`src/lpvd_pkg.sv`:
```
package lpvd_pkg;

	localparam int BYTE_W      = 8;
	localparam int COUNT_W     = 16;
	localparam int INDEX_W     = 16;
	localparam int KIND_W      = 2;
	localparam int REM_W       = 31;
	localparam int ACC_W       = 24;
	localparam int INDEX_BITS_DEF = 16;

	// m_axis_tdata: value_index, then out_byte
	localparam int OUT_DATA_W  = INDEX_W + BYTE_W;

	localparam logic [7:0] CODE_UNSUPPORTED = 8'd1;
	localparam logic [1:0] HDR_LAST_BYTE    = 2'd3;

	typedef enum logic [KIND_W-1:0] {
		KIND_DATA        = 2'd0,
		KIND_NULL        = 2'd1,
		KIND_EMPTY       = 2'd2,
		KIND_UNSUPPORTED = 2'd3
	} kind_t;

	typedef enum logic [4:0] {
		PH_COMP = 5'b00001,
		PH_SIZE = 5'b00010,
		PH_LEN  = 5'b00100,
		PH_DATA = 5'b01000,
		PH_DONE = 5'b10000
	} phase_t;

endpackage

```
`src/length_prefixed_value_deframer_unit.sv`:
```
// A byte accepted on the input passes the input register, then the result register, on its
// way to its result word.
// Throughput: one byte per cycle; the parser state is updated by a single stage of counter
// and shift logic, so only backpressure on the result side slows the input.
// Reset: arst_n clears the parser state, the value count register and both valid flags.
// A byte that carries tlast returns the parser to its reset state; value_count is kept.
module length_prefixed_value_deframer_unit #(
	parameter int INDEX_BITS = lpvd_pkg::INDEX_BITS_DEF
) (
	input  logic                              clk,
	input  logic                              arst_n,
	input  logic                              s_axis_tvalid,
	output logic                              s_axis_tready,
	input  logic [lpvd_pkg::BYTE_W-1:0]       s_axis_tdata,  // [7:0] in_byte
	input  logic                              s_axis_tlast,  // blob_end
	output logic                              m_axis_tvalid,
	input  logic                              m_axis_tready,
	output logic [lpvd_pkg::OUT_DATA_W-1:0]   m_axis_tdata,  // [15:0] value_index, [23:16] out_byte
	output logic [lpvd_pkg::KIND_W-1:0]       m_axis_tuser,  // [1:0] kind
	output logic                              m_axis_tlast,  // value_last
	input  logic                              cfg_valid,
	output logic                              cfg_ready,
	input  logic [lpvd_pkg::COUNT_W-1:0]      cfg_data
);
	import lpvd_pkg::*;

	localparam int MaskBits = (INDEX_BITS < INDEX_W) ? INDEX_BITS : INDEX_W;
	localparam logic [INDEX_W-1:0] IdxMask = INDEX_W'((17'd1 << MaskBits) - 17'd1);

	logic [COUNT_W-1:0] value_count_q;

	logic               valid_s1;
	logic [BYTE_W-1:0]  byte_s1;
	logic               end_s1;

	phase_t             phase_q, phase_d;
	logic [1:0]         fcnt_q, fcnt_d;
	logic [ACC_W-1:0]   acc_q, acc_d;
	logic [REM_W-1:0]   rem_q, rem_d;
	logic [INDEX_W-1:0] idx_q, idx_d;

	logic               out_valid_q;
	kind_t              out_kind_q;
	logic [INDEX_W-1:0] out_idx_q;
	logic [BYTE_W-1:0]  out_byte_q;
	logic               out_last_q;

	logic               res_valid;
	kind_t              res_kind;
	logic [INDEX_W-1:0] res_idx;
	logic [BYTE_W-1:0]  res_byte;
	logic               res_last;

	logic               advance;
	logic [INDEX_W-1:0] idx_inc;
	logic               rem_le1;

	assign cfg_ready     = 1'b1;
	assign advance       = !out_valid_q || m_axis_tready;
	assign s_axis_tready = !valid_s1 || advance;

	assign idx_inc = idx_q + 1'b1;
	assign rem_le1 = (rem_q <= REM_W'(1));

	always_comb begin
		phase_d   = phase_q;
		fcnt_d    = fcnt_q;
		acc_d     = acc_q;
		rem_d     = rem_q;
		idx_d     = idx_q;
		res_valid = 1'b0;
		res_kind  = KIND_DATA;
		res_idx   = idx_q & IdxMask;
		res_byte  = '0;
		res_last  = 1'b1;
		case (phase_q)
			PH_COMP: begin
				if (value_count_q == '0) begin
					phase_d = PH_DONE;
				end else if (byte_s1 == CODE_UNSUPPORTED) begin
					res_valid = 1'b1;
					res_kind  = KIND_UNSUPPORTED;
					res_idx   = '0;
					phase_d   = PH_DONE;
				end else begin
					phase_d = PH_SIZE;
					fcnt_d  = '0;
				end
			end
			PH_SIZE: begin
				if (fcnt_q == HDR_LAST_BYTE) begin
					fcnt_d  = '0;
					acc_d   = '0;
					phase_d = PH_LEN;
				end else begin
					fcnt_d = fcnt_q + 1'b1;
				end
			end
			PH_LEN: begin
				// The top length byte is never stored: its sign bit and low seven bits are
				// used directly when the field completes.
				if (fcnt_q == HDR_LAST_BYTE) begin
					fcnt_d = '0;
					if (byte_s1[7]) begin
						res_valid = 1'b1;
						res_kind  = KIND_NULL;
					end else if (acc_q == '0 && byte_s1 == '0) begin
						res_valid = 1'b1;
						res_kind  = KIND_EMPTY;
					end else begin
						rem_d   = {byte_s1[6:0], acc_q};
						phase_d = PH_DATA;
					end
					if (res_valid) begin
						idx_d   = idx_inc;
						acc_d   = '0;
						rem_d   = '0;
						phase_d = (idx_inc >= value_count_q) ? PH_DONE : PH_LEN;
					end
				end else begin
					case (fcnt_q)
						2'd0:    acc_d[7:0]   = byte_s1;
						2'd1:    acc_d[15:8]  = byte_s1;
						default: acc_d[23:16] = byte_s1;
					endcase
					fcnt_d = fcnt_q + 1'b1;
				end
			end
			PH_DATA: begin
				res_valid = 1'b1;
				res_kind  = KIND_DATA;
				res_byte  = byte_s1;
				res_last  = rem_le1 || end_s1;
				if (rem_le1) begin
					idx_d   = idx_inc;
					fcnt_d  = '0;
					acc_d   = '0;
					rem_d   = '0;
					phase_d = (idx_inc >= value_count_q) ? PH_DONE : PH_LEN;
				end else begin
					rem_d = rem_q - 1'b1;
				end
			end
			default: begin
				phase_d = PH_DONE;
			end
		endcase
		if (end_s1) begin
			phase_d = PH_COMP;
			fcnt_d  = '0;
			acc_d   = '0;
			rem_d   = '0;
			idx_d   = '0;
		end
	end

	always_ff @(posedge clk or negedge arst_n) begin
		if (!arst_n) begin
			value_count_q <= '0;
			valid_s1      <= 1'b0;
			phase_q       <= PH_COMP;
			fcnt_q        <= '0;
			acc_q         <= '0;
			rem_q         <= '0;
			idx_q         <= '0;
			out_valid_q   <= 1'b0;
		end else begin
			if (cfg_valid && cfg_ready) begin
				value_count_q <= cfg_data;
			end
			if (s_axis_tready) begin
				valid_s1 <= s_axis_tvalid;
			end
			if (valid_s1 && advance) begin
				phase_q <= phase_d;
				fcnt_q  <= fcnt_d;
				acc_q   <= acc_d;
				rem_q   <= rem_d;
				idx_q   <= idx_d;
			end
			if (advance) begin
				out_valid_q <= valid_s1 && res_valid;
			end
		end
	end

	always_ff @(posedge clk) begin
		if (s_axis_tready && s_axis_tvalid) begin
			byte_s1 <= s_axis_tdata;
			end_s1  <= s_axis_tlast;
		end
		if (advance && valid_s1 && res_valid) begin
			out_kind_q <= res_kind;
			out_idx_q  <= res_idx;
			out_byte_q <= res_byte;
			out_last_q <= res_last;
		end
	end

	assign m_axis_tvalid = out_valid_q;
	assign m_axis_tdata  = {out_byte_q, out_idx_q};
	assign m_axis_tuser  = out_kind_q;
	assign m_axis_tlast  = out_last_q;

	a_nondata_last: assert property (@(posedge clk) disable iff (!arst_n)
		out_valid_q && out_kind_q != KIND_DATA |-> out_last_q)
		else $error("non-data result without value_last");

	a_nondata_zero_byte: assert property (@(posedge clk) disable iff (!arst_n)
		out_valid_q && out_kind_q != KIND_DATA |-> out_byte_q == '0)
		else $error("non-data result carries a byte");

	a_unsupported_index: assert property (@(posedge clk) disable iff (!arst_n)
		out_valid_q && out_kind_q == KIND_UNSUPPORTED |-> out_idx_q == '0)
		else $error("unsupported result with nonzero index");

	a_data_remaining: assert property (@(posedge clk) disable iff (!arst_n)
		phase_q == PH_DATA |-> rem_q != '0)
		else $error("data phase with nothing remaining");

endmodule
```
`config.mk`:
```
export PLATFORM = sky130hd
export DESIGN_NAME = length_prefixed_value_deframer_unit
export DESIGN_NICKNAME = d
export VERILOG_FILES = /design/src/lpvd_pkg.sv /design/src/length_prefixed_value_deframer_unit.sv
export SDC_FILE = /design/constraint.sdc
export NUM_CORES = 1
export LEC_CHECK = 0
export BUFFER_PORTS_ARGS = -buffer_cell sky130_fd_sc_hd__clkbuf_2
export CORE_ASPECT_RATIO = 0.7
export CORE_MARGIN = 2
export CORE_UTILIZATION = 45
export CTS_BUF_LIST = sky130_fd_sc_hd__clkbuf_2 sky130_fd_sc_hd__clkbuf_4 sky130_fd_sc_hd__clkbuf_8
export CTS_CLUSTER_SIZE = 20
export DETAILED_ROUTE_END_ITERATION = 12
export PLACE_DENSITY = 0.69
export SYNTH_ARGS = -nofsm -noshare
export SYNTH_HDL_FRONTEND = slang
export SYNTH_SLANG_ARGS = --single-unit
```
`constraint.sdc`:
```
create_clock -name clk -period 4.6 [get_ports clk]
set_input_delay 1.15 -clock clk [delete_from_list [all_inputs] [get_ports clk]]
set_output_delay 1.15 -clock clk [all_outputs]
set_load 0.005 [all_outputs]
```
Yosys cells after proc, flatten, opt, wreduce, memory -nomap -nowiden --
Cells that the tools add are included.
Cells by class: add/subtract/negate cells 3, multipliers 0, divide/modulo/power cells 0, magnitude comparators 2, equality and inequality tests 19, shift operators 0, multiplexer cells 55, bitwise logic cells 0, reduce and logical (&&, ||, !) cells 26
Operators by type and width (number):
- two-way mux 31 bit | 6
- two-way mux 24 bit | 5
- two-way mux 16 bit | 7
- case mux 24 bit (3 select lines) | 1
- case mux 31 bit (2 select lines) | 1
- two-way mux 5 bit | 10
- case mux 16 bit (2 select lines) | 1
- <= comparator 31 x 1 -> 1 bit (second input constant) | 1
- subtractor 31 x 1 -> 31 bit (second input constant) | 1
- logical NOT 24 bit | 1
- two-way mux 8 bit | 3
- AND reduction 6 bit | 4
- two-way mux 2 bit | 10
- case mux 5 bit (4 select lines) | 1
- adder 16 x 1 -> 16 bit (second input constant) | 1
- >= comparator 16 bit | 1
- logical NOT 16 bit | 1
- != test 3 bit (second input constant) | 5
- AND reduction 5 bit | 3
- != test 4 x 3 -> 1 bit (second input constant) | 3
- != test 4 bit (second input constant) | 3
- equality test 8 x 1 -> 1 bit (second input constant) | 1
- logical NOT 8 bit | 1
- nonzero test 4 bit | 2
- 18 further kinds | 32
Word-level totals: register bits 132, latch bits 0, bits in writable memories 0, ROM bits 0, bits of input ports 30, output and inout bits 30, memories 0

Depth between registers and ports, before layout --
Gate-level depths: netlist (run 1).
word-level depth 10, depth in mapped cells 12

Worst setup path after synthesis (run 1) --
No wires, ideal clock.
kind flip-flop to flip-flop, start point register byte_s1[4], end point register out_last_q, in the netlist m_axis_tlast (enable), library setup time 0.411 ns, arrival 2.855 ns, required time 4.189 ns, slack 1.334 ns, stages on the path, launching flop included 7, period minus slack after synthesis 3.266 ns, cells stage by stage edfxtp_1 nor4_2 nand2_1 o31ai_4 clkbuf_1 a21oi_1 nor2_1
Between the ends: longest elaborated chain between the ends 9, elaborated cells between the ends (all ways) 12, those cells by class eq/ne (1); mux (8); reduce/logical (3)
Ends and longest elaborated chain:
- from (decl) | line length_prefixed_value_deframer_unit.sv:33 | logic [BYTE_W-1:0] byte_s1;
- from (signal assigned) | line length_prefixed_value_deframer_unit.sv:189 | byte_s1 <= s_axis_tdata;
- logical NOT 8 bit | line length_prefixed_value_deframer_unit.sv:107 | end else if (acc_q == '0 && byte_s1 == '0) begin
- logical AND 1 bit | line length_prefixed_value_deframer_unit.sv:107
- two-way mux 1 bit | line length_prefixed_value_deframer_unit.sv:107
- two-way mux 1 bit | line length_prefixed_value_deframer_unit.sv:104 | if (byte_s1[7]) begin
- two-way mux 1 bit | line length_prefixed_value_deframer_unit.sv:102 | if (fcnt_q == HDR_LAST_BYTE) begin
- two-way mux 1 bit | line length_prefixed_value_deframer_unit.sv:76 | case (phase_q)
- two-way mux 1 bit | line length_prefixed_value_deframer_unit.sv:102
- case mux 1 bit (3 select lines) * | line length_prefixed_value_deframer_unit.sv:76
- logical AND 1 bit * | line length_prefixed_value_deframer_unit.sv:192 | if (advance && valid_s1 && res_valid) begin
- to (signal assigned) | line length_prefixed_value_deframer_unit.sv:196 | out_last_q <= res_last;
- to (decl) | line length_prefixed_value_deframer_unit.sv:46 | logic out_last_q;
Mark *: on every way between the ends. The rest lies on a longest branch, timed or not. The select of a mux whose other input is x is not followed. A chain may end at the register's enable or synchronous reset.

Worst setup path after layout (run 1) --
start point register idx_q[0], end point register phase_q[4]
Between the ends: longest elaborated chain between the ends 7, elaborated cells between the ends (all ways) 8, those cells by class add/sub (1); order compare (1); mux (6)
Ends and longest elaborated chain:
- from (decl) | line length_prefixed_value_deframer_unit.sv:40 | logic [INDEX_W-1:0] idx_q, idx_d;
- from (signal assigned) | line length_prefixed_value_deframer_unit.sv:179 | idx_q <= idx_d;
- adder 16 x 1 -> 16 bit * | line length_prefixed_value_deframer_unit.sv:62 | assign idx_inc = idx_q + 1'b1;
- >= comparator 16 bit * | line length_prefixed_value_deframer_unit.sv:118, length_prefixed_value_deframer_unit.sv:139
- two-way mux 5 bit * | line length_prefixed_value_deframer_unit.sv:118, length_prefixed_value_deframer_unit.sv:139
- two-way mux 5 bit | line length_prefixed_value_deframer_unit.sv:114 | if (res_valid) begin
- two-way mux 5 bit | line length_prefixed_value_deframer_unit.sv:102
- case mux 5 bit (4 select lines) * | line length_prefixed_value_deframer_unit.sv:76
- two-way mux 5 bit * | line length_prefixed_value_deframer_unit.sv:148 | if (end_s1) begin
- to (signal assigned) | line length_prefixed_value_deframer_unit.sv:175 | phase_q <= phase_d;
- to (decl) | line length_prefixed_value_deframer_unit.sv:36 | phase_t phase_q, phase_d;
Marked as above.

==> impl.org, run 1 <==
** Setup path
- The worst setup path is captured at a flip-flop.
- In this run the critical register-to-register path is launched from idx_q[0].
- By startpoint and endpoint, the worst setup path is classified as flip-flop to flip-flop.
- Reg-to-reg slack, setup :: 1.38 ns
- Setup crit end :: phase_q[4]
- Capturing point of the worst reg2reg path :: phase_q[4]
- The worst setup path is launched from a flip-flop.
- At the worst endpoint, the arrival time is ~3.6 ns.
- Of all nets on the critical path, the largest fanout is 5.
- Reg2Reg Depth :: 12
- Data required time of the worst path :: between 4 and 5 ns
- Tracing the worst setup path back leads to its startpoint at idx_q[0].

** Cells and area
- Final cell utilization of the core :: around 52%
- 0 antenna diodes ended up in the layout.
- The area growth from synthesis to layout is 13.0%.
- Fraction of layout cells with a size suffix above 1 :: around 16%
- Number of non-filler instances in the completed layout :: roughly 1,100
- Post-layout instance area :: 0.00833 sq mm
- Summing all multi-input logic gate instances after layout gives 0.00363 sq mm.
- After the last flow step, the layout net total stands at a little under 900.
- Layout fillers :: between 1,000 and 1,500
- Flip-flop and latch area :: 0.00348 sq mm

** Timing
- The worst path in the final design needs a cycle of 3.22 ns, including I/O delays and setup.
- Portion of the clock cycle consumed by the worst path in the final layout :: 70.0%
- Static timing analysis puts the maximum clock frequency at 311 MHz.
- For the final database, setup skew stands at about 0.011 ns.
- Count of endpoints failing hold in the final timing report :: 0
- Adding up every negative setup slack in the final design gives 0 ns.
- Setup repair after global routing missed its margin :: no
- Slew at the pin closest to its max-slew limit :: 1.26 ns
- The max-slew violation count came to 0.
- Setup slack after layout :: roughly 1.4 ns
- Relative slew slack :: 15.6%
- Final setup fails :: 0
- Worst hold slack across all endpoints :: 0.521 ns

** Min path
- Worst hold-check path type :: flip-flop to flip-flop

** Clock network
- CTS buffer count :: 17
- Maximum number of buffers from clock root to sink :: 2
- Root buffer cell :: sky130_fd_sc_hd__clkbuf_8
- After clock tree synthesis, the clock-pin slew on the worst setup and hold paths is 0.08 ns.
- After clock tree synthesis, the flow added hold-fix buffers numbering 0.
- The tree built by TritonCTS fans out to 132 sinks.
- Once the clock tree was built, the resizer swapped 0 gates to a different size.
- Post-CTS setup-driven buffer insertion count :: 0
- The H-tree was split into 4 levels.
- Clock latency on the worst-skew pair :: around 0.44 ns
- TritonCTS built the clock tree.

** GRT
- The first global-routing pass estimated 32,500 microns of wire.
- After global routing the overflow that remains totals 0.
- The number of global-route vias before repair is slightly below 6,000.
- Maximum number of pins on one net before global-route repair :: 67
- Number of antenna violations at the first check in global routing :: 0
- GRT Util Overall :: 24.1%

** Drt
- Dividing the detail-routed via count by the number of cells gives 6.00.
- Via count :: 6,341
- DRC errors left :: 0
- Number of design-rule violations left by the first detailed-router iteration :: 608
- Total wirelength of the detailed-routed design :: between 20,000 and 25,000 microns
- In this run the remaining antenna-violating nets after routing total 0.
- First-pass DRT Iterations :: 5
- Wire length per cell after detailed routing :: 19.3 microns

** Logic synthesis
- Post-synthesis instance total :: 764
- Yosys mapped the design onto 78 distinct sky130hd cell types.
- Ranked by total cell area, the synthesized netlist is headed by sky130_fd_sc_hd__dfrtp_1, sky130_fd_sc_hd__edfxtp_1, sky130_fd_sc_hd__nand2_1.
- Synth area leader :: sky130_fd_sc_hd__dfrtp_1
- Counting instances in the post-synthesis netlist gives the leading cell types as sky130_fd_sc_hd__nand2_1, sky130_fd_sc_hd__dfrtp_1, sky130_fd_sc_hd__nor2_1.
- Of the post-synthesis cell area, the dominant cell type holds 32.2%.
- Sequential element share of the synthesized area :: 47.3%
- In the post-synthesis netlist, the cell with the most instances is sky130_fd_sc_hd__nand2_1.
- After synthesis the cells add up to 0.00737 sq mm.
- In the synthesized netlist the dominant register cell turns out to be sky130_fd_sc_hd__dfrtp_1.
- Synthesis produced a netlist with a net count of 816.
- Total of warnings raised by yosys :: 0
- After synthesis the netlist holds a flip-flop and latch count of 132.
- Counting flops with an async set or reset pin after synthesis yields a share of 72.7%.
- Yosys mapped a number of flops with a built-in enable equal to 36.
- Dividing the synthesized area by the synthesized cell count gives around 9.7 sq um.

** Floorplanning
- Die outline width :: 157 microns
- IO Count :: 60
- For this configuration, the core starts out at a cell density of 45.7%.
- Area of the core region :: around 0.016 sq mm
- The floorplan step defined a die boundary enclosing approximately 0.017 sq mm.
- Number of rows created at floorplan :: 39
- From bottom edge to top edge, the die measures 111 microns.

** Pwr
- Power spread over the standard cell area amounts to 301 mW/mm^2.
- Static leakage power :: between 3 and 4 nW
- The design draws 2.51 mW.
- Peak VDD IR :: slightly below 0.0002 V

** Placement
- Routability-driven placement finished with a final weighted congestion of ~0.9.
- After legalization and detailed placement, the total HPWL measured 14,600 microns.
- The number of placed instances, taps included, is 1,024.
- OpenSTA, run right after detailed placement, puts the worst setup slack at 1.48 ns.
- Count of input and output buffers :: 58
- Cell Area, Placed :: 0.00791 sq mm

** Outcome
- The run finished with clean final reports.

** Job
- Number of max-cap violations :: 0
[cell type report]
type / count / share of cell area, %
well taps: 225 / 3.38
clock buffers: 20 / 3.23
inverters: 34 / 1.53
clock inverters: 12 / 1.86
flip-flops and latches: 132 / 41.8
multi-input cells: 563 / 43.6
repair buffers: 70 / 4.60
[per-layer routing]
| metal | GRT usage, % | routed length, microns | vias to the layer above |
|---|---|---|---|
| met5 | 0 | 0 | - |
| met4 | 6.24 | 226 | 0 |
| met2 | 30.3 | 7990 | 300 |
| li1 | - | - | 2923 |
| met1 | 40.3 | 10300 | 3094 |
| met3 | 5.55 | 1850 | 24 |
[kinds of logic (layout without fill, tap and decap cells)]
kind of cell,after synthesis,after routing,synth area share (%)
AOI/OAI and AO/OA,182,182,18.3
adders and majority gates,22,22,3.73
xor gates and xnor gates,22,22,2.61
muxes,15,15,2.09
and+or+nand+nor,321,321,22.1
buffers and inverters,69,136,3.82
DFF,132,132,47.3
other,1,1,0.0509
[where the power goes]
part | switching, mW | internal, mW | total [mW]
logic | 0.129 | 0.0645 | 0.193
registers | 0.0332 | 1.23 | 1.26
clock network | 0.478 | 0.572 | 1.05
total | 0.640 | 1.87 | 2.51
[placed cells by master, fill, tap and decap left out, types with 11 or more instances in the layout]
master and n:
sky130_fd_sc_hd__nand2_1 110, sky130_fd_sc_hd__dfrtp_1 95, sky130_fd_sc_hd__clkbuf_2 57, sky130_fd_sc_hd__nor2_1 45, sky130_fd_sc_hd__edfxtp_1 36, sky130_fd_sc_hd__inv_1 34, sky130_fd_sc_hd__and2_1 33, sky130_fd_sc_hd__o21ai_0 28
sky130_fd_sc_hd__nand3_1 27, sky130_fd_sc_hd__a21oi_1 25, sky130_fd_sc_hd__ha_1 22, sky130_fd_sc_hd__o21ai_1 20, sky130_fd_sc_hd__clkbuf_8 19, sky130_fd_sc_hd__nor3_1 18, sky130_fd_sc_hd__nand4_1 14, sky130_fd_sc_hd__a32o_1 14
sky130_fd_sc_hd__and3_1 13, sky130_fd_sc_hd__xnor2_1 13, sky130_fd_sc_hd__nor4_1 13, sky130_fd_sc_hd__buf_4 13, sky130_fd_sc_hd__a22oi_1 12, sky130_fd_sc_hd__mux2i_1 12, sky130_fd_sc_hd__a31oi_1 11, sky130_fd_sc_hd__or3_1 11
[sequential cells by signal (all words and copies together) (netlist names), 2 cells and up]
| register | count |
|---|---|
| rem_q | 31 |
| acc_q | 24 |
| idx_q | 16 |
| out_idx_q | 16 |
| value_count_q | 16 |
| byte_s1 | 8 |
| out_byte_q | 8 |
| phase_q | 5 |
| fcnt_q | 2 |
| m_axis_tuser | 2 |
[how the worst min path moves through the flow]
stage                endpoint  depth (start not counted)  startpoint
floorplan           rem_q[25]                          1   rem_q[25]
global placement    rem_q[25]                          1   rem_q[25]
detailed placement  rem_q[25]                          1   rem_q[25]
CTS                 rem_q[25]                          1   rem_q[25]
global route        rem_q[25]                          1   rem_q[25]
finish              rem_q[25]                          1   rem_q[25]
[worst max-delay path: stages, from the launching register on]
cell and delay, ns:
sky130_fd_sc_hd__dfrtp_1 0.43, sky130_fd_sc_hd__ha_1 0.23, sky130_fd_sc_hd__nand3_1 0.20, sky130_fd_sc_hd__nor3_1 0.41
sky130_fd_sc_hd__nand3_1 0.15, sky130_fd_sc_hd__xnor2_1 0.32, sky130_fd_sc_hd__ha_1 0.30, sky130_fd_sc_hd__nand2_1 0.08
sky130_fd_sc_hd__o21ai_0 0.09, sky130_fd_sc_hd__a21oi_1 0.19, sky130_fd_sc_hd__o21ai_0 0.17, sky130_fd_sc_hd__a32o_1 0.26
sky130_fd_sc_hd__a32o_1 0.26
(Power assumes the default switching activity.)
==> run 2: changes to the inputs <==
ABC_AREA = 1   (was not set)
clock period = 3.1 ns   (was 4.6 ns; I/O delays follow)
==> run 2 against run 1 <==
Sequential power is 51% higher. First-iteration DRC count is 14% higher. Worst setup slack worse by 1.0 ns. Largest power group unchanged. Maximum frequency is 17% higher. Critical path depth is 6 higher. Total power is 63% higher. Wire length is 2.5% lower. Global-route usage is 0.79 points lower. Worst hold slack worse by 0.18 ns.
==> impl.org, run 2 <==
** Outcome
- Status :: finished, final reports clean

** Timing
- For the pin with the worst max-slew slack, the measured transition is 0.671 ns.
- After routing, the total negative slack on setup checks comes to 0 ns.
- Fmax :: 363 MHz
- The clock arrives with 0.0134 ns of skew.
- Portion of the clock cycle consumed by the worst path in the final layout :: 88.8%
- After layout, the minimum clock period comes to 2.75 ns.
- Total count of max-transition violations in the final report :: 0
- The final number of hold-violating endpoints came to 0.
- Headroom to the max-slew limit came out at 55.3%.
- Setup violations remaining at the end of the flow were counted as 0.
- Setup repair after global routing missed its margin :: no

** Clock network
- After clock tree synthesis, the clock-pin slew on the worst setup and hold paths is 0.08 ns.
- TritonCTS clock tree :: built
- # resized after CTS :: 0
- Post-CTS setup-driven buffer insertion count :: 0
- Maximum number of buffers from clock root to sink :: 2
- Number of hold buffers added after CTS :: 0
- The cell sitting at the root of the clock tree is a sky130_fd_sc_hd__clkbuf_8.
- Clock latency on the worst-skew pair :: 0.45 ns
- CTS buffer count :: 17
- # clock sinks :: 132
- The H-tree generated during clock tree synthesis spans 4 levels.

** Floorplanning
- The initial utilization of the core area, before any placement, comes to 46.5%.
- The die is 113 microns tall.
- The floorplan step set the die width to about 160 microns.
- Die Footprint :: 0.0181 sq mm
- Number of rows created at floorplan :: 39
- In this run the standard cell core region covers roughly 0.016 sq mm.
- Pin placement for this block handled 60 I/O pins.

** Drt
- Ratio of routed vias to standard cells :: between 5 and 6
- Number of design-rule violations left by the first detailed-router iteration :: between 600 and 700
- Total wirelength of the detailed-routed design :: 19,900 microns
- Wire length per cell after detailed routing :: 15.3 microns
- Number of routed nets with antenna violations :: 0
- The detailed router placed 6,614 vias in this run.
- DRC errors left :: 0
- First-pass DRT Iterations :: 5

** Pwr
- Power spread over the standard cell area amounts to about 480 mW/mm^2.
- The design draws 4.09 mW.
- The worst-case IR drop observed on VDD is between 0.0003 and 0.0004 V.
- Static leakage power :: 4.66 nW

** Placement
- Count of input and output buffers :: 58
- The congestion estimate from routability-driven global placement came to 0.923.
- Total half-perimeter wirelength after legalization and detailed placement :: 15,000 microns
- Placed cell count :: 1,270

** Setup path
- Data arrives at the worst endpoint at 3.09 ns.
- Counting both buffers and inverters, the worst setup path holds a total of 2.
- Master of the slowest instance on the critical path :: sky130_fd_sc_hd__dfrtp_1
- Critical Setup Path Class :: flip-flop to flip-flop
- In this design, the critical path's most frequently occurring cell is sky130_fd_sc_hd__nand2_1.
- The critical path goes through ha_1 -> nand2_1 -> nor2_1 -> nand3_1 -> nor2_1 -> nand3_1 -> nand2_1 -> inv_1 -> ha_1 -> nand2_1 -> nor4_1 -> nand2_1 -> nand2_1 -> inv_1 -> nand2_1 -> nand2_1 -> nand3_1 -> nand2_1.
- Cell family contributing the most delay on the critical path :: simple AND/OR/NAND/NOR gates
- The worst setup path is launched from a flip-flop.
- Maximum fanout along the worst path :: 6
- CP endpoint kind :: flip-flop
- The largest single stage delay on the critical path is 0.45 ns.
- Data required time of the worst path :: between 3 and 4 ns

** GRT
- The number of antenna violations at the first check in global routing is 0.
- The first global-routing pass estimated 32,500 microns of wire.
- Maximum number of pins on one net before global-route repair :: 50
- GRT Util Overall :: a little under a quarter
- After global routing the overflow that remains totals 0.
- Via count of the first global-routing pass :: 6,002

** Logic synthesis
- Yosys instantiated no cell more often than sky130_fd_sc_hd__nand2_1.
- Number of synthesized flops with an enable pin :: 36
- Share of Yosys cell area claimed by the top area cell type :: a little under a third
- Synthesis produced a netlist with a net count of 1,055.
- For this run, asynchronously set or reset flops after synthesis account for 72.7%.
- After synthesis the netlist holds a flip-flop and latch count of about 130.
- Synthesized-area fraction occupied by ao, oa, aoi and oai cells :: 8.79%
- Of the total synthesized cell area, the portion taken by AND, OR, NAND and NOR gates is a little under a third.
- Sorting the synthesized cells by how often they occur yields sky130_fd_sc_hd__nand2_1, sky130_fd_sc_hd__nor2_1, sky130_fd_sc_hd__inv_1.
- Summed over all instances, the cell type with the most area after synthesis is sky130_fd_sc_hd__dfrtp_1.
- Counting every instance in the synthesized netlist gives approximately 1,000.
- Arithmetic-cell share of the synthesized area counting full adders, half adders and majority gates :: 3.60%
- Sequential element share of the synthesized area :: 45.6%
- In the synthesized netlist, mux cells make up 0% of the area.
- XOR/XNOR share of the synthesized area :: 3.78%
- Main combinational cell family by area after synthesis :: simple AND/OR/NAND/NOR gates
- Synth top area cells :: sky130_fd_sc_hd__dfrtp_1, sky130_fd_sc_hd__nand2_1, sky130_fd_sc_hd__edfxtp_1
- Distinct cell type count after synthesis :: 40
- The Yosys step of the flow raised 0 warnings.
- After synthesis the cells add up to 0.00764 sq mm.
- In this run the mean area of a mapped cell was 7.62 sq um.
- For this run, the leading register cell type out of synthesis is sky130_fd_sc_hd__dfrtp_1.

** Cells and area
- Cells with a size suffix above 1 make up 13.0% of the layout.
- Number of non-filler instances in the completed layout :: approximately 1,300
- More flip-flops sit in one register than any other, and that register is rem_q.
- Largest registers :: rem_q x31, acc_q x24
- After the last flow step, the layout net total stands at 1,116.
- Antenna Cells :: 0
- Leaving out fill and tap cells, the most frequent cell in the layout is sky130_fd_sc_hd__nand2_1.
- The register with the most flip-flops in the layout has 31 of them.
- Synthesis-to-layout area growth :: 12.8%
- In the layout the commonest cells are sky130_fd_sc_hd__nand2_1, sky130_fd_sc_hd__nor2_1, sky130_fd_sc_hd__inv_1.
- Layout fillers :: 1,596

** Min path
- Worst hold-check path type :: input port to async pin

** Job
- Number of max-cap violations :: 0
run 2: cell count changes in the layout (fill, tap and decap cells not counted), sizes merged, moves of 15 or more:
| cell | previous run | this run |
|---|---|---|
| nand2 | 110 | 326 |
| inv | 35 | 125 |
| nor2 | 47 | 128 |
| o21ai | 50 | 109 |
| and2 | 33 | 0 |
| nand3 | 27 | 53 |
| xor2 | 9 | 25 |
| nor4 | 17 | 2 |
run 2: metal layers:
layer | vias to the layer above | GRT usage (%) | wire, microns | share of wire (%)
li1 | 3317 | - | - | -
met1 | 3018 | 39.1 | 10500 | 53
met2 | 258 | 27.9 | 7130 | 36
met3 | 21 | 6.85 | 2040 | 10
met4 | 0 | 5.88 | 236 | 1.2
met5 | - | 0 | 0 | 0
run 2: cell families (layout without fill, tap and decap cells):
group | after synthesis | in the layout
XOR/XNOR | 33 | 33
buffers and inverters | 147 | 221
AND/OR/NAND/NOR | 538 | 538
flip-flops | 132 | 132
other | 1 | 1
AO/OA/AOI/OAI | 130 | 130
adder cells (fa/ha/maj) | 22 | 22
run 2: cell type report:
cell class / instances / area [sq um] / share of cell area [%]
flip-flops and latches: 132 / 3480 / 40.5
inverters: 119 / 447 / 5.19
repair buffers: 70 / 395 / 4.59
clock inverters: 15 / 195 / 2.27
well taps: 225 / 282 / 3.27
clock buffers: 17 / 234 / 2.72
multi-input cells: 724 / 3580 / 41.5
run 2: per-stage QoR:
step	hold WS, ns	setup WS [ns]	cell area [sq um]	utilization [%]
floorplan	0.451	0.550	7640	-
global placement	0.472	0.470	8190	49.8
detailed placement	0.479	0.373	8190	49.8
CTS	0.371	0.350	8610	52.4
global route	0.392	0.0397	8610	52.4
finish	0.343	0.346	8610	52.4
run 2: power by group:
part,switching (mW),internal (mW),total [mW]
registers,0.0520,1.84,1.90
clock network,0.781,0.821,1.60
logic,0.413,0.185,0.598
run 2: worst paths after layout:
| path | from | to | slack, ns | depth (start not counted) |
|---|---|---|---|---|
| hold / removal | arst_n | idx_q[8] | 0.34 | 1 |
| setup / recovery | idx_q[0] | phase_q[2] | 0.35 | 18 |
| max in group asynchronous | arst_n | acc_q[15] | 2.04 | 2 |
| hold reg to reg | acc_q[2] | acc_q[2] | 0.49 | 2 |
| setup reg to reg | idx_q[0] | phase_q[2] | 0.35 | 18 |
| min in group clk | acc_q[2] | acc_q[2] | 0.49 | 2 |
==> run 3: changes to the inputs <==
ABC_AREA = not set   (was 1)
GPL_TIMING_DRIVEN = 0   (was not set)
==> run 3 against run 2 <==
Final cell count shrank 16%. Global-route usage rose by 2.5 points. Via count shrank 1.3%. Core utilization increased by 0.52 points. Die area down 3.4%. Sequential power about the same. Sequential share of layout area rose by 0.34 points. Count of clock-buffer cells in the layout increased by 1. Worst setup slack worse by 0.29 ns. Clock power about the same. Register-to-register slack lost 0.29 ns. Design area down 0.80%.
==> impl.org, run 3 (synthesis gave the netlist of run 1 again) <==
** Outcome
- Status :: finished, final reports clean

** Timing
- Count of endpoints failing hold in the final timing report :: 0
- On the final layout, the worst hold slack is 0.370 ns.
- Final setup fails :: 0
- Slew at the pin closest to its max-slew limit :: around 1.1 ns
- Portion of the clock cycle consumed by the worst path in the final layout :: 98.3%
- Post-layout minimum cycle time :: 3.05 ns
- Final clock skew :: 0.0128 ns
- Relative slew slack :: 28.6%
- Static timing analysis puts the maximum clock frequency at 328 MHz.
- Total count of max-transition violations in the final report :: 0
- Setup repair after global routing could not meet its margin everywhere.

** GRT
- Across every metal layer, demand over resource in global routing totals 25.8%.
- Via count of the first global-routing pass :: just over 6,000
- Entering global routing, the biggest net connects 54 pins.
- The first global-routing pass estimated 34,500 microns of wire.
- Total congestion overflow after global routing :: 0
- The number of antenna violations at the first check in global routing came to 0.

** Drt
- Once detail routing completed, the nets flagged for antenna violations numbered 0.
- Dividing the detail-routed via count by the number of cells gives 5.98.
- First-pass DRT Iterations :: 6
- Number of design-rule violations left by the first detailed-router iteration :: 773
- Total wirelength of the detailed-routed design :: 21,900 microns
- DRC errors left :: 0
- Dividing the detail-routed wire length by the instance count gives 20.1 microns.
- Via count :: 6,525

** Cells and area
- Largest registers :: rem_q x31, acc_q x24
- Most used cells in the layout excluding fill and tap cells :: sky130_fd_sc_hd__nand2_1, sky130_fd_sc_hd__dfrtp_1, sky130_fd_sc_hd__clkbuf_2
- After routing the design area is 0.00855 sq mm.
- The post-route netlist has between 10% and 20% of its cells at a drive strength greater than 1.
- After the flow finishes, the layout carries non-filler instances totaling 1,091.
- Register ranked first by flip-flop count :: rem_q
- Compared with the post-synthesis result, the final layout area differs by 15.9%.
- The filler cells instantiated in the layout total around 1,500.
- Antenna Cells :: 0
- Commonest non-fill, non-tap cell in the layout :: sky130_fd_sc_hd__nand2_1
- Total Nets Final :: 905
- Number of flip-flops under the largest register name :: 31

** Placement
- Count of input and output buffers :: between 50 and 60
- Cell Area, Placed :: 0.00799 sq mm
- Placed cell count :: 1,049
- At the end of routability-driven placement, the weighted congestion stood at 0.963.
- Total half-perimeter wirelength after legalization and detailed placement :: roughly 16,000 microns

** Floorplanning
- Die Footprint :: 0.0174 sq mm
- Area of the core region :: 0.0162 sq mm
- Measured along the y axis, the die boundary spans 111 microns.
- 60 I/O pins were placed.
- Die outline width :: 157 microns
- Number of rows created at floorplan :: 39
- Once the floorplan was initialized, standard cells occupied 45.7% of the core.

** Setup path
- Counting cells, the worst reg-to-reg path comes to 10.
- The most critical setup path has its endpoint at phase_q[4].
- Data required time of the worst path :: 3.44 ns
- The setup path with the least slack is of type flip-flop to flip-flop.
- CP endpoint kind :: flip-flop
- Data arrival time at the worst-slack endpoint :: 3.38 ns
- CP Launch Point :: idx_q[7]
- In this run the critical register-to-register path is captured at phase_q[4].
- Across all register-to-register paths, the minimum setup slack is 0.05 ns.
- In this run the worst path has a maximum fanout of 7.
- The worst setup path is launched from a flip-flop.
- Reg-to-reg critical path startpoint :: idx_q[7]

** Min path
- The worst hold path belongs to the class input port to async pin.

** Clock network
- After clock tree synthesis, the clock-pin slew on the worst setup and hold paths is 0.08 ns.
- The clock drives 132 sinks.
- The clock tree synthesis step divided the H-tree into 4 levels.
- The root buffer cell chosen for the clock tree is sky130_fd_sc_hd__clkbuf_8.
- Clock latency on the worst-skew pair :: ~0.44 ns
- In this run the deepest clock path goes through 2 buffers.
- TritonCTS built the clock tree.
- Number of hold buffers added after CTS :: 0
- CTS buffer count :: 17

** Job
- The tool flagged a number of max-cap violations equal to 0.

** Pwr
- VDD sags by at most 0.000221 V.
- The analysis attributes to cell leakage a power of 3.83 nW.
- P per Cell Area :: 441 mW/mm^2
- The design draws 3.76 mW.
-- run 3: cell count changes in the layout (fill, tap and decap cells not counted), moves of 14 or more --
| cell | change |
|---|---|
| sky130_fd_sc_hd__clkbuf_1 | +26 |
| sky130_fd_sc_hd__nand2_1 | -213 |
| sky130_fd_sc_hd__xor2_1 | -16 |
| sky130_fd_sc_hd__nand3_1 | -20 |
| sky130_fd_sc_hd__inv_1 | -77 |
| sky130_fd_sc_hd__a32o_1 | +14 |
| sky130_fd_sc_hd__and2_1 | +33 |
| sky130_fd_sc_hd__nor2_1 | -67 |
| sky130_fd_sc_hd__o21ai_0 | -44 |
| sky130_fd_sc_hd__o21ai_1 | -15 |
-- run 3: how the worst min path moves through the flow --
stage,to
2_1_floorplan,rem_q[25]
5_1_grt,idx_q[1]
6_report,idx_q[1]
4_1_cts,idx_q[1]
3_3_place_gp,rem_q[25]
3_5_place_dp,rem_q[25]
-- run 3: metrics by stage --
stage               setup TNS (ns)  setup slack [ns]  utilization (%)
finish                           0            0.0538             52.9
global route                -0.623            -0.104             52.9
CTS                              0            0.0404             52.2
detailed placement           -6.07            -0.279             49.5
global placement            -26.79            -0.769             49.2
floorplan                        0             0.269                -
-- run 3: per-layer routing --
metal  part of all wire, %  track usage, %
met5                 0.059               0
met4                   1.4            6.36
met3                    13            7.51
met2                    37            31.5
met1                    49            43.1
-- run 3: area by class of cell --
cell class | instances | area [sq um] | area share (%)
clock buffer | 18 | 248 | 2.90
multi-input combinational | 563 | 3660 | 42.9
sequential | 132 | 3490 | 40.8
clock inverter | 14 | 175 | 2.05
buffer | 35 | 155 | 1.82
tap | 225 | 282 | 3.29
inverter | 34 | 128 | 1.49
timing repair buffer | 70 | 410 | 4.80
-- run 3: power breakdown --
group	switching, mW	internal (mW)	leakage [nW]	total (mW)
clock network	0.757	0.827	0.218	1.58
logic	0.207	0.104	1.99	0.311
registers	0.0461	1.82	1.63	1.87
total	1.01	2.75	3.83	3.76
-- run 3: worst max-delay path, stage by stage (launching register included) --
cell and delay [ns]:
sky130_fd_sc_hd__dfrtp_1 0.53, sky130_fd_sc_hd__nand4_1 0.39, sky130_fd_sc_hd__nor3_1 0.47, sky130_fd_sc_hd__xor2_1 0.21
sky130_fd_sc_hd__ha_1 0.27, sky130_fd_sc_hd__a21oi_1 0.16, sky130_fd_sc_hd__o21ai_0 0.10, sky130_fd_sc_hd__a21oi_1 0.14
sky130_fd_sc_hd__o21ai_1 0.16, sky130_fd_sc_hd__a32o_1 0.27, sky130_fd_sc_hd__a32o_1 0.26
-- run 3: timing repair --
| action | in CTS | in global routing |
|---|---|---|
| setup buffers | 0 | 10 |
| gates resized for setup | 4 | 10 |
| hold endpoints to repair | 0 | 0 |
| pin swaps | 0 | 1 |
| endpoints found under the setup margin | 29 | 26 |
